## config.mk

```make
export PLATFORM = sky130hd
export DESIGN_NAME = sorted_priority_queue
export DESIGN_NICKNAME = d
export VERILOG_FILES = /design/src/rtl/spq_pkg.sv /design/src/rtl/sorted_priority_queue.sv /design/src/rtl/spq_cell.sv
export SDC_FILE = /design/constraint.sdc
export NUM_CORES = 1
export LEC_CHECK = 0
export BUFFER_PORTS_ARGS = -buffer_cell sky130_fd_sc_hd__buf_2
export CAP_MARGIN = 10
export CORE_MARGIN = 2
export CORE_UTILIZATION = 65
export CTS_CLUSTER_DIAMETER = 150
export DETAILED_ROUTE_END_ITERATION = 10
export PLACE_DENSITY = 0.83
export SYNTH_ARGS = -nofsm -noshare
export SYNTH_HDL_FRONTEND = slang
export SYNTH_SLANG_ARGS = --single-unit
```

## constraint.sdc

```tcl
create_clock -name clk_i -period 10.1 [get_ports clk_i]
set_clock_uncertainty 0.15 [all_clocks]
set_input_delay 1.515 -clock clk_i [delete_from_list [all_inputs] [get_ports clk_i]]
set_output_delay 1.515 -clock clk_i [all_outputs]
set_load 0.05 [all_outputs]
```

## src/rtl/spq_pkg.sv

```systemverilog
package spq_pkg;

  localparam int unsigned CapacityDef     = 8;
  localparam int unsigned PriorityBitsDef = 16;

  localparam int unsigned ValueW     = 32;
  localparam int unsigned InPriW     = 16;
  localparam int unsigned OccupancyW = 4;
  localparam int unsigned StatusW    = 2;

  localparam logic OpInsert = 1'b0;
  localparam logic OpRemove = 1'b1;

  localparam logic [StatusW-1:0] StatusDone  = 2'd0;
  localparam logic [StatusW-1:0] StatusFull  = 2'd1;
  localparam logic [StatusW-1:0] StatusEmpty = 2'd2;

  typedef struct packed {
    logic                     operation;
    logic signed [ValueW-1:0] entry_value;
    logic signed [InPriW-1:0] entry_priority;
  } spq_in_t;

  typedef struct packed {
    logic signed [ValueW-1:0] head_value;
    logic signed [InPriW-1:0] head_priority;
    logic [OccupancyW-1:0]    occupancy;
    logic [StatusW-1:0]       status;
  } spq_out_t;

  typedef struct packed {
    logic insert_en;
    logic remove_en;
  } spq_ctrl_t;

endpackage

```

## src/rtl/sorted_priority_queue.sv

```systemverilog
// Sorted priority queue of CAPACITY entries held in a row of cells, lowest priority at the
// head, equal priorities in arrival order. Every cell compares the incoming priority with its
// own and holds, loads the new entry or takes its neighbour's entry in the same cycle, so one
// operation is taken per clock; its result (head, occupancy, status) is registered and
// offered in the cycle after the transfer. Input is stalled only while a result waits unread.
module sorted_priority_queue import spq_pkg::*; #(
  parameter int unsigned CAPACITY      = CapacityDef,
  parameter int unsigned PRIORITY_BITS = PriorityBitsDef
) (
  input  logic     clk_i,
  input  logic     rst_ni,
  input  logic     in_valid_i,
  output logic     in_ready_o,
  input  spq_in_t  in_data_i,
  output logic     out_valid_o,
  input  logic     out_ready_i,
  output spq_out_t out_data_o
);

  localparam int unsigned CountW  = $clog2(CAPACITY + 1);
  localparam int unsigned OccW    = (CountW > OccupancyW) ? CountW : OccupancyW;
  localparam int unsigned PriExtW = (PRIORITY_BITS > InPriW) ? PRIORITY_BITS : InPriW;

  logic [ValueW-1:0]               value_arr [CAPACITY];
  logic signed [PRIORITY_BITS-1:0] pri_arr   [CAPACITY];
  logic [CAPACITY-1:0]             valid_vec;
  logic [CAPACITY-1:0]             keep_vec;

  spq_ctrl_t                       ctrl;
  logic                            accept, is_insert, full, empty;
  logic [PriExtW-1:0]              in_pri_ext, head_pri_ext;
  logic signed [PRIORITY_BITS-1:0] new_pri;
  logic [ValueW-1:0]               head_value;
  logic signed [PRIORITY_BITS-1:0] head_pri;
  logic [CountW-1:0]               count_q, count_d;
  logic [OccW-1:0]                 occ_ext;
  logic                            out_valid_q, out_valid_d;
  spq_out_t                        out_data_q, result;

  assign in_ready_o = !out_valid_q || out_ready_i;
  assign accept     = in_valid_i && in_ready_o;
  assign is_insert  = (in_data_i.operation == OpInsert);
  assign full       = valid_vec[CAPACITY-1];
  assign empty      = !valid_vec[0];

  assign ctrl.insert_en = accept && is_insert && !full;
  assign ctrl.remove_en = accept && !is_insert && !empty;

  assign in_pri_ext = PriExtW'($unsigned(in_data_i.entry_priority));
  assign new_pri    = in_pri_ext[PRIORITY_BITS-1:0];

  for (genvar i = 0; i < CAPACITY; i++) begin : g_cell
    logic [ValueW-1:0]               left_value, right_value;
    logic signed [PRIORITY_BITS-1:0] left_pri, right_pri;
    logic                            left_valid, left_keep, right_valid;

    if (i == 0) begin : g_first
      assign left_value = in_data_i.entry_value;
      assign left_pri   = new_pri;
      assign left_valid = 1'b1;
      assign left_keep  = 1'b1;
    end else begin : g_mid_left
      assign left_value = value_arr[i-1];
      assign left_pri   = pri_arr[i-1];
      assign left_valid = valid_vec[i-1];
      assign left_keep  = keep_vec[i-1];
    end

    if (i == CAPACITY - 1) begin : g_last
      assign right_value = '0;
      assign right_pri   = '0;
      assign right_valid = 1'b0;
    end else begin : g_mid_right
      assign right_value = value_arr[i+1];
      assign right_pri   = pri_arr[i+1];
      assign right_valid = valid_vec[i+1];
    end

    spq_cell #(
      .PRIORITY_BITS(PRIORITY_BITS)
    ) u_cell (
      .clk_i        (clk_i),
      .rst_ni       (rst_ni),
      .ctrl_i       (ctrl),
      .new_value_i  (in_data_i.entry_value),
      .new_pri_i    (new_pri),
      .left_value_i (left_value),
      .left_pri_i   (left_pri),
      .left_valid_i (left_valid),
      .left_keep_i  (left_keep),
      .right_value_i(right_value),
      .right_pri_i  (right_pri),
      .right_valid_i(right_valid),
      .value_o      (value_arr[i]),
      .pri_o        (pri_arr[i]),
      .valid_o      (valid_vec[i]),
      .keep_o       (keep_vec[i])
    );
  end

  always_comb begin
    head_value = value_arr[0];
    head_pri   = pri_arr[0];
    if (ctrl.insert_en && !keep_vec[0]) begin
      head_value = in_data_i.entry_value;
      head_pri   = new_pri;
    end else if (ctrl.remove_en) begin
      head_value = value_arr[1];
      head_pri   = pri_arr[1];
    end
  end

  always_comb begin
    count_d = count_q;
    if (ctrl.insert_en) begin
      count_d = count_q + CountW'(1);
    end else if (ctrl.remove_en) begin
      count_d = count_q - CountW'(1);
    end
  end

  assign head_pri_ext = PriExtW'($unsigned(head_pri));
  assign occ_ext      = OccW'(count_d);

  always_comb begin
    result.occupancy = occ_ext[OccupancyW-1:0];
    if (count_d != '0) begin
      result.head_value    = head_value;
      result.head_priority = head_pri_ext[InPriW-1:0];
    end else begin
      result.head_value    = '0;
      result.head_priority = '0;
    end
    if (is_insert) begin
      result.status = full ? StatusFull : StatusDone;
    end else begin
      result.status = empty ? StatusEmpty : StatusDone;
    end
  end

  assign out_valid_d = accept || (out_valid_q && !out_ready_i);

  always_ff @(posedge clk_i or negedge rst_ni) begin
    if (!rst_ni) begin
      count_q     <= '0;
      out_valid_q <= 1'b0;
    end else begin
      count_q     <= count_d;
      out_valid_q <= out_valid_d;
    end
  end

  always_ff @(posedge clk_i) begin
    if (accept) begin
      out_data_q <= result;
    end
  end

  assign out_valid_o = out_valid_q;
  assign out_data_o  = out_data_q;

  a_count_matches_cells: assert property (@(posedge clk_i) disable iff (!rst_ni)
    count_q == CountW'($countones(valid_vec)))
    else $error("held count disagrees with occupied cells");

  a_cells_contiguous: assert property (@(posedge clk_i) disable iff (!rst_ni)
    (valid_vec & (valid_vec + CAPACITY'(1))) == '0)
    else $error("occupied cells not a contiguous run from the head");

  a_out_occupancy: assert property (@(posedge clk_i) disable iff (!rst_ni)
    out_valid_q |-> out_data_q.occupancy == OccupancyW'(count_q))
    else $error("reported occupancy differs from held count");

  a_empty_head_zero: assert property (@(posedge clk_i) disable iff (!rst_ni)
    (out_valid_q && out_data_q.status == StatusEmpty) |->
      (out_data_q.head_value == '0 && out_data_q.head_priority == '0))
    else $error("empty remove reports a non-zero head");

endmodule

```

## src/rtl/spq_cell.sv

```systemverilog
module spq_cell import spq_pkg::*; #(
  parameter int unsigned PRIORITY_BITS = PriorityBitsDef
) (
  input  logic                            clk_i,
  input  logic                            rst_ni,
  input  spq_ctrl_t                       ctrl_i,
  input  logic [ValueW-1:0]               new_value_i,
  input  logic signed [PRIORITY_BITS-1:0] new_pri_i,
  input  logic [ValueW-1:0]               left_value_i,
  input  logic signed [PRIORITY_BITS-1:0] left_pri_i,
  input  logic                            left_valid_i,
  input  logic                            left_keep_i,
  input  logic [ValueW-1:0]               right_value_i,
  input  logic signed [PRIORITY_BITS-1:0] right_pri_i,
  input  logic                            right_valid_i,
  output logic [ValueW-1:0]               value_o,
  output logic signed [PRIORITY_BITS-1:0] pri_o,
  output logic                            valid_o,
  output logic                            keep_o
);

  logic [ValueW-1:0]               value_q, value_d;
  logic signed [PRIORITY_BITS-1:0] pri_q, pri_d;
  logic                            valid_q, valid_d;
  logic                            keep;

  assign keep = valid_q && (pri_q <= new_pri_i);

  always_comb begin
    value_d = value_q;
    pri_d   = pri_q;
    valid_d = valid_q;
    if (ctrl_i.insert_en) begin
      valid_d = valid_q | left_valid_i;
      if (!keep) begin
        if (left_keep_i) begin
          value_d = new_value_i;
          pri_d   = new_pri_i;
        end else begin
          value_d = left_value_i;
          pri_d   = left_pri_i;
        end
      end
    end else if (ctrl_i.remove_en) begin
      value_d = right_value_i;
      pri_d   = right_pri_i;
      valid_d = right_valid_i;
    end
  end

  always_ff @(posedge clk_i or negedge rst_ni) begin
    if (!rst_ni) begin
      valid_q <= 1'b0;
    end else begin
      valid_q <= valid_d;
    end
  end

  always_ff @(posedge clk_i) begin
    value_q <= value_d;
    pri_q   <= pri_d;
  end

  assign value_o = value_q;
  assign pri_o   = pri_q;
  assign valid_o = valid_q;
  assign keep_o  = keep;

endmodule

```

== Word-level counts from Yosys, hierarchy flattened ==
Cells that the tools add are included.

* Output and inout bits: 56
* Bits in registers: 451

* Bitwise logic cells: 8
* Multiplexer cells: 85
* $add $sub $neg: 2
* Magnitude comparators: 8
* Reductions and logical operators: 30
* Equality and inequality tests: 8

{| class="wikitable"
|+ Operators with widths
! cell !! number
|-
| $mux W32 || 32
|-
| $mux W16 || 32
|-
| $le A16 B16 Y1 || 8
|-
| $mux W1 || 17
|-
| $ne A2 B2 Y1 const B || 8
|-
| $logic_and A1 B1 Y1 || 15
|-
| $reduce_and A2 Y1 || 7
|-
| $mux W4 || 2
|-
| $or A1 B1 Y1 || 7
|-
| $add A4 B1 Y4 const B || 1
|-
| $logic_not A1 Y1 || 4
|-
| $mux W2 || 2
|-
| $reduce_bool A4 Y1 || 1
|-
| $sub A4 B1 Y4 const B || 1
|-
| $logic_or A1 B1 Y1 || 2
|-
| $reduce_bool A2 Y1 || 1
|-
| $not A1 Y1 || 1
|}

== Depth between registers and ports, before layout ==
* Depth in word-level cells: 8
* Mapped depth: 11
* Gate-level depth less buffers: 8

== Cells and area by module ==
Synthesis repeated with hierarchy kept, for this count alone.

* Cell total of the unflattened synthesis: 2,547
* Area, all modules: 26,570.5 um^2

{| class="wikitable"
|+ Modules (own cells, without submodules)
! module !! area an instance (um^2) !! cells an instance !! instances
|-
| spq_cell (g_cell[3].u_cell ...) || 2,900.3 || 276 || 5
|-
| spq_cell (g_cell[0].u_cell ...) || 2,940.3 || 282 || 3
|-
| sorted_priority_queue || 3,248.1 || 321 || 1
|}

== Least setup slack after synthesis ==
Ideal clock, no wire load.

* Kind: input port to flip-flop
* Start point: in in_data_i[15] (netlist bit)
* End point: reg g_cell[5].u_cell.pri_q[0] (enable)
* Required time: 9.430 ns
* Library setup time: 0.520 ns
* Stages on the path: 10
* Setup slack: 2.694 ns
* Arrival time: 6.736 ns
* Cell sequence: inv_1 > ha_1 > nand4_2 > nor4_1 > a211oi_1 > a21oi_1 > buf_2 > buf_2 > nor3_1 > o21ai_0

* Cells in the longest elaborated chain, start to end: 4

{| class="wikitable"
|+ RTL lines
! what !! line !! source
|-
| start, declared || sorted_priority_queue.sv:14 || <nowiki>input spq_in_t in_data_i,</nowiki>
|-
| $le A16 B16 Y1 || spq_cell.sv:27 || <nowiki>assign keep = valid_q && (pri_q <= new_pri_i);</nowiki>
|-
| $logic_and A1 B1 Y1 || spq_cell.sv:27 ||
|-
| $ne A2 B2 Y1 (no line) || - ||
|-
| $reduce_and A2 Y1 (no line) || - ||
|-
| end signal, assigned || spq_cell.sv:61 || <nowiki>pri_q <= pri_d;</nowiki>
|-
| end, declared || spq_cell.sv:23 || <nowiki>logic signed [PRIORITY_BITS-1:0] pri_q, pri_d;</nowiki>
|}

No other way between the ends.
A chain may end at the register's enable or synchronous reset.

== Final worst setup path ==
* Start point: in in_data_i[15] (netlist bit)
* End point: reg g_cell[0].u_cell.value_q[7] (enable)

* Cells in the longest elaborated chain, start to end: 3

{| class="wikitable"
|+ RTL lines
! what !! line !! source
|-
| $le A16 B16 Y1 || spq_cell.sv:27 ||
|-
| $logic_and A1 B1 Y1 || spq_cell.sv:27 ||
|-
| $ne A2 B2 Y1 (no line) || - ||
|-
| end signal, assigned || spq_cell.sv:60 || <nowiki>value_q <= value_d;</nowiki>
|-
| end, declared || spq_cell.sv:22 || <nowiki>logic [ValueW-1:0] value_q, value_d;</nowiki>
|}

No other way between the ends.

==> implementation parameters <==
Parameter                              Value

Synth
  Fraction of the mapped netlist area in adder cells ... 5.44%
  Leading area contributor after synthesis ... edfxtp_1
  Count of different cell masters after synthesis ... 64
  Avg Synthesized Cell Area ... 10.5 µm²
  Synthesized Nets ... 2658
  Post-synth top area share ... 50.2%
  Gate count of the mapped netlist ... 2491
  Ys async rst share ... 2.88%
  Complex-gate fraction of the synthesized area ... 19.0%
  Synthesized area ... 0.0262 mm²
  Share of cell area taken by muxes after synthesis ... 5.50%
  Most numerous cell in the Yosys netlist ... edfxtp_1
  Main area contributors after synthesis ... edfxtp_1 (50%), mux2i_1 (5.5%), ha_1 (5.4%), nand2_1 (4.9%), nand4_1 (3.6%)
  Most instantiated cells after synthesis ... edfxtp_1 (438), nand2_1 (345), clkbuf_1 (164), nor2_1 (164), nand4_1 (151)
  Dominant combinational cell family by area after synthesis ... compound AO/OA/AOI/OAI gates
  Flip-flop and latch count after synthesis ... 451
  Simple-gate area share of the yosys netlist ... 13.7%
  Ys Warns ... 0
  Primary flip-flop cell chosen by synthesis mapping ... edfxtp_1
  Portion of the post-synthesis area used by sequential elements ... 51.4%
  Post-synth EDFFs ... 438
  Synthesized-area fraction occupied by xor and xnor cells ... 0.100%

STA
  Final worst hold slack ... 395 ps
  Final critical-path required period ... 5210 ps
  Final setup fails ... 0
  Final slew viol count ... 0
  Slew of the pin with the lowest slew margin ... 1210 ps
  Hold Fails Final Rpt ... 0
  Fmax achieved ... 0.192 GHz
  Worst slew margin ... 19.3%
  Setup TNS ... 0 ps
  Final cycle utilization of the critical path ... 51.6%
  RSZ-0062 raised after global routing ... false
  Worst path setup slack after routing ... 4890 ps

Die
  Initial core utilization ... 66.0%
  Die boundary height ... 205 µm
  Area of the core ... 0.0397 mm²
  Number of I/O pins ... 109
  Row cnt ... 73
  Die extent in x ... 205 µm
  Die footprint ... 0.0420 mm²

Finish
  Count of non-filler cells in the finished layout ... 3007
  Fraction of layout cells with a size suffix above 1 ... 11.0%
  Final Net Count ... 2612
  Post-layout util ... 71.3%
  Layout-stage area growth over the synthesis result ... 8.04%
  Post-route cell area ... 0.0283 mm²

Power and ir drop
  Tot Pwr ... 7.57 mW
  Static leakage power ... 10.5 nW
  VDD IR max ... 182 µV
  Ratio of total power to cell area ... 267 mW/mm²

Clock network
  Cells resized by post-CTS repair ... 0
  TritonCTS clock tree ... yes
  Hold-fix buffers, CTS ... 0
  Max clock buf depth ... 3
  H-tree Lvls ... 2
  Worst-skew pair later-pin latency ... 600 ps
  Post-CTS setup buffers ... 0
  CTS Sinks ... 451
  Worst-path clk slew ... 60 ps
  Number of CTS-inserted buffers ... 48
  Root cell of the clock tree ... clkbuf_16

Critical path
  Worst setup path category ... input port to flip-flop
  Kind of end point of the critical path ... flip-flop
  RR Startpoint ... g_cell[0].u_cell.pri_o[15]
  Crit-path slowest cell ... buf_4
  Most used cell, CP ... buf_4
  Highest cell delay on the worst timing path ... 820 ps
  Logic depth of the worst register-to-register path ... 8
  Critical-path cell list ... buf_2 > inv_1 > ha_1 > and4_1 > nand3_1 > o21a_1 > a2111oi_4 > buf_4 > nand2_2 > buf_4
  Maximum fanout along the worst path ... 61
  Worst Setup SP ... in_data_i[15]
  Startpoint class of the critical path ... input port
  CP arrival ... 5340 ps
  Required time at the worst-slack endpoint ... 10230 ps

GRT
  Gr ovfl total ... 0
  Antenna violations before repair ... 2
  Vias in the first global route ... 22300
  Global router's overall resource usage ... 40.3%
  Wire length of the first global-routing pass ... 129000 µm
  Pin count of the biggest net entering global routing ... 208

Placed design
  Placement Setup Slack ... 4440 ps
  Port Buffers ... 108
  Number of placed instances, taps included ... 2920
  Routability congestion estimate ... 0.990
  DPL Wire Length ... 47300 µm
  Placed cell areas ... 0.0269 mm²

Route
  Number of iterations in the first detailed-routing pass ... 7
  Drt drc ... 0
  Detailed Route Iter0 Violations ... 3138
  Average wire per cell in the routed design ... 28.4 µm
  Vias ... 22700
  Antenna Violating Nets Remaining ... 0
  Via-per-instance ratio ... 7.55
  Final wirelength ... 85400 µm

Worst hold path
  Instance count along the most critical hold path ... 1
  Worst min path class ... flip-flop to flip-flop
  Hold path startpoint ... count_q[3]

Run status
  Result of the run ... finished clean

Job
  Max-cap violations ... 0
flip-flops by register name, indices dropped and copies added, names as in the netlist:
name / cells
out_data_o: 54
count_q: 4
g_cell.u_cell.valid_o: 8
out_valid_o: 1
g_cell.u_cell.pri_o: 128
g_cell.u_cell.value_o: 256
critical path: cells and delay by family:
kind                     cells  cell delay (ps)
buffers and inverters        4             1690
adder cells (fa/ha/maj)      1              390
AO/OA/AOI/OAI                2              600
AND/OR/NAND/NOR              3             1080
per-layer routing:
layer	GRT usage (%)	wire, µm	up-vias
met3	9.59	12100	455
met4	21.4	5110	2
met1	52.8	30000	10700
li1	-	-	9645
met2	62.4	38100	1950
met5	0	11	-
final cells by class:
cell class	count	area (µm²)
clock inverters	28	174
flip-flops and latches	451	13500
inverters	54	203
diodes	1	2.50
repair buffers	151	876
clock buffers	58	1280
fillers	2812	11400
well taps	525	657
multi-input cells	1739	11700
path summary, 6_finish.rpt:
path | endpoint | slack (ps)
max | g_cell[0].u_cell.value_o[7] | 4890
min | count_q[3] | 400
max reg2reg | g_cell[0].u_cell.value_o[7] | 5700
min reg2reg | count_q[3] | 400
max in group asynchronous | g_cell[3].u_cell.valid_o | 8840
min in group asynchronous | count_q[0] | 670
cells in the final DEF (no fill, tap or decap), types with 12 or more instances in the layout:
cell type  netlist  routed
a21o_1          18      14
a221o_1         15      15
a31oi_1         98      98
buf_4            9      42
nand4_1        151     151
inv_1           53      52
a211oi_1        57      57
o211ai_1       125     125
clkbuf_16        0      50
nor2_1         164     163
mux2i_1        143     143
a21oi_1         94      91
o311ai_0        79      79
o21ai_0         67      65
nor2b_1         12      12
nand2_1        345     342
buf_2           45     108
nor3_1          53      53
o31ai_1         89      89
edfxtp_1       438     438
ha_1           114     114
or4_1           19      19
kinds of logic after synthesis:
group                    after synthesis
adder cells (fa/ha/maj)              114
flip-flops                           451
AND/OR/NAND/NOR                      783
multiplexers                         144
XOR/XNOR                               3
AO/OA/AOI/OAI                        695
buffers and inverters                301
report_power, final:
part	leakage, nW	internal (mW)	switching (mW)
Sequential	4.28	2.70	0.289
Combinational	5.48	0.809	2.09
Clock	0.712	0.927	0.758
(Power assumes the default switching activity.)
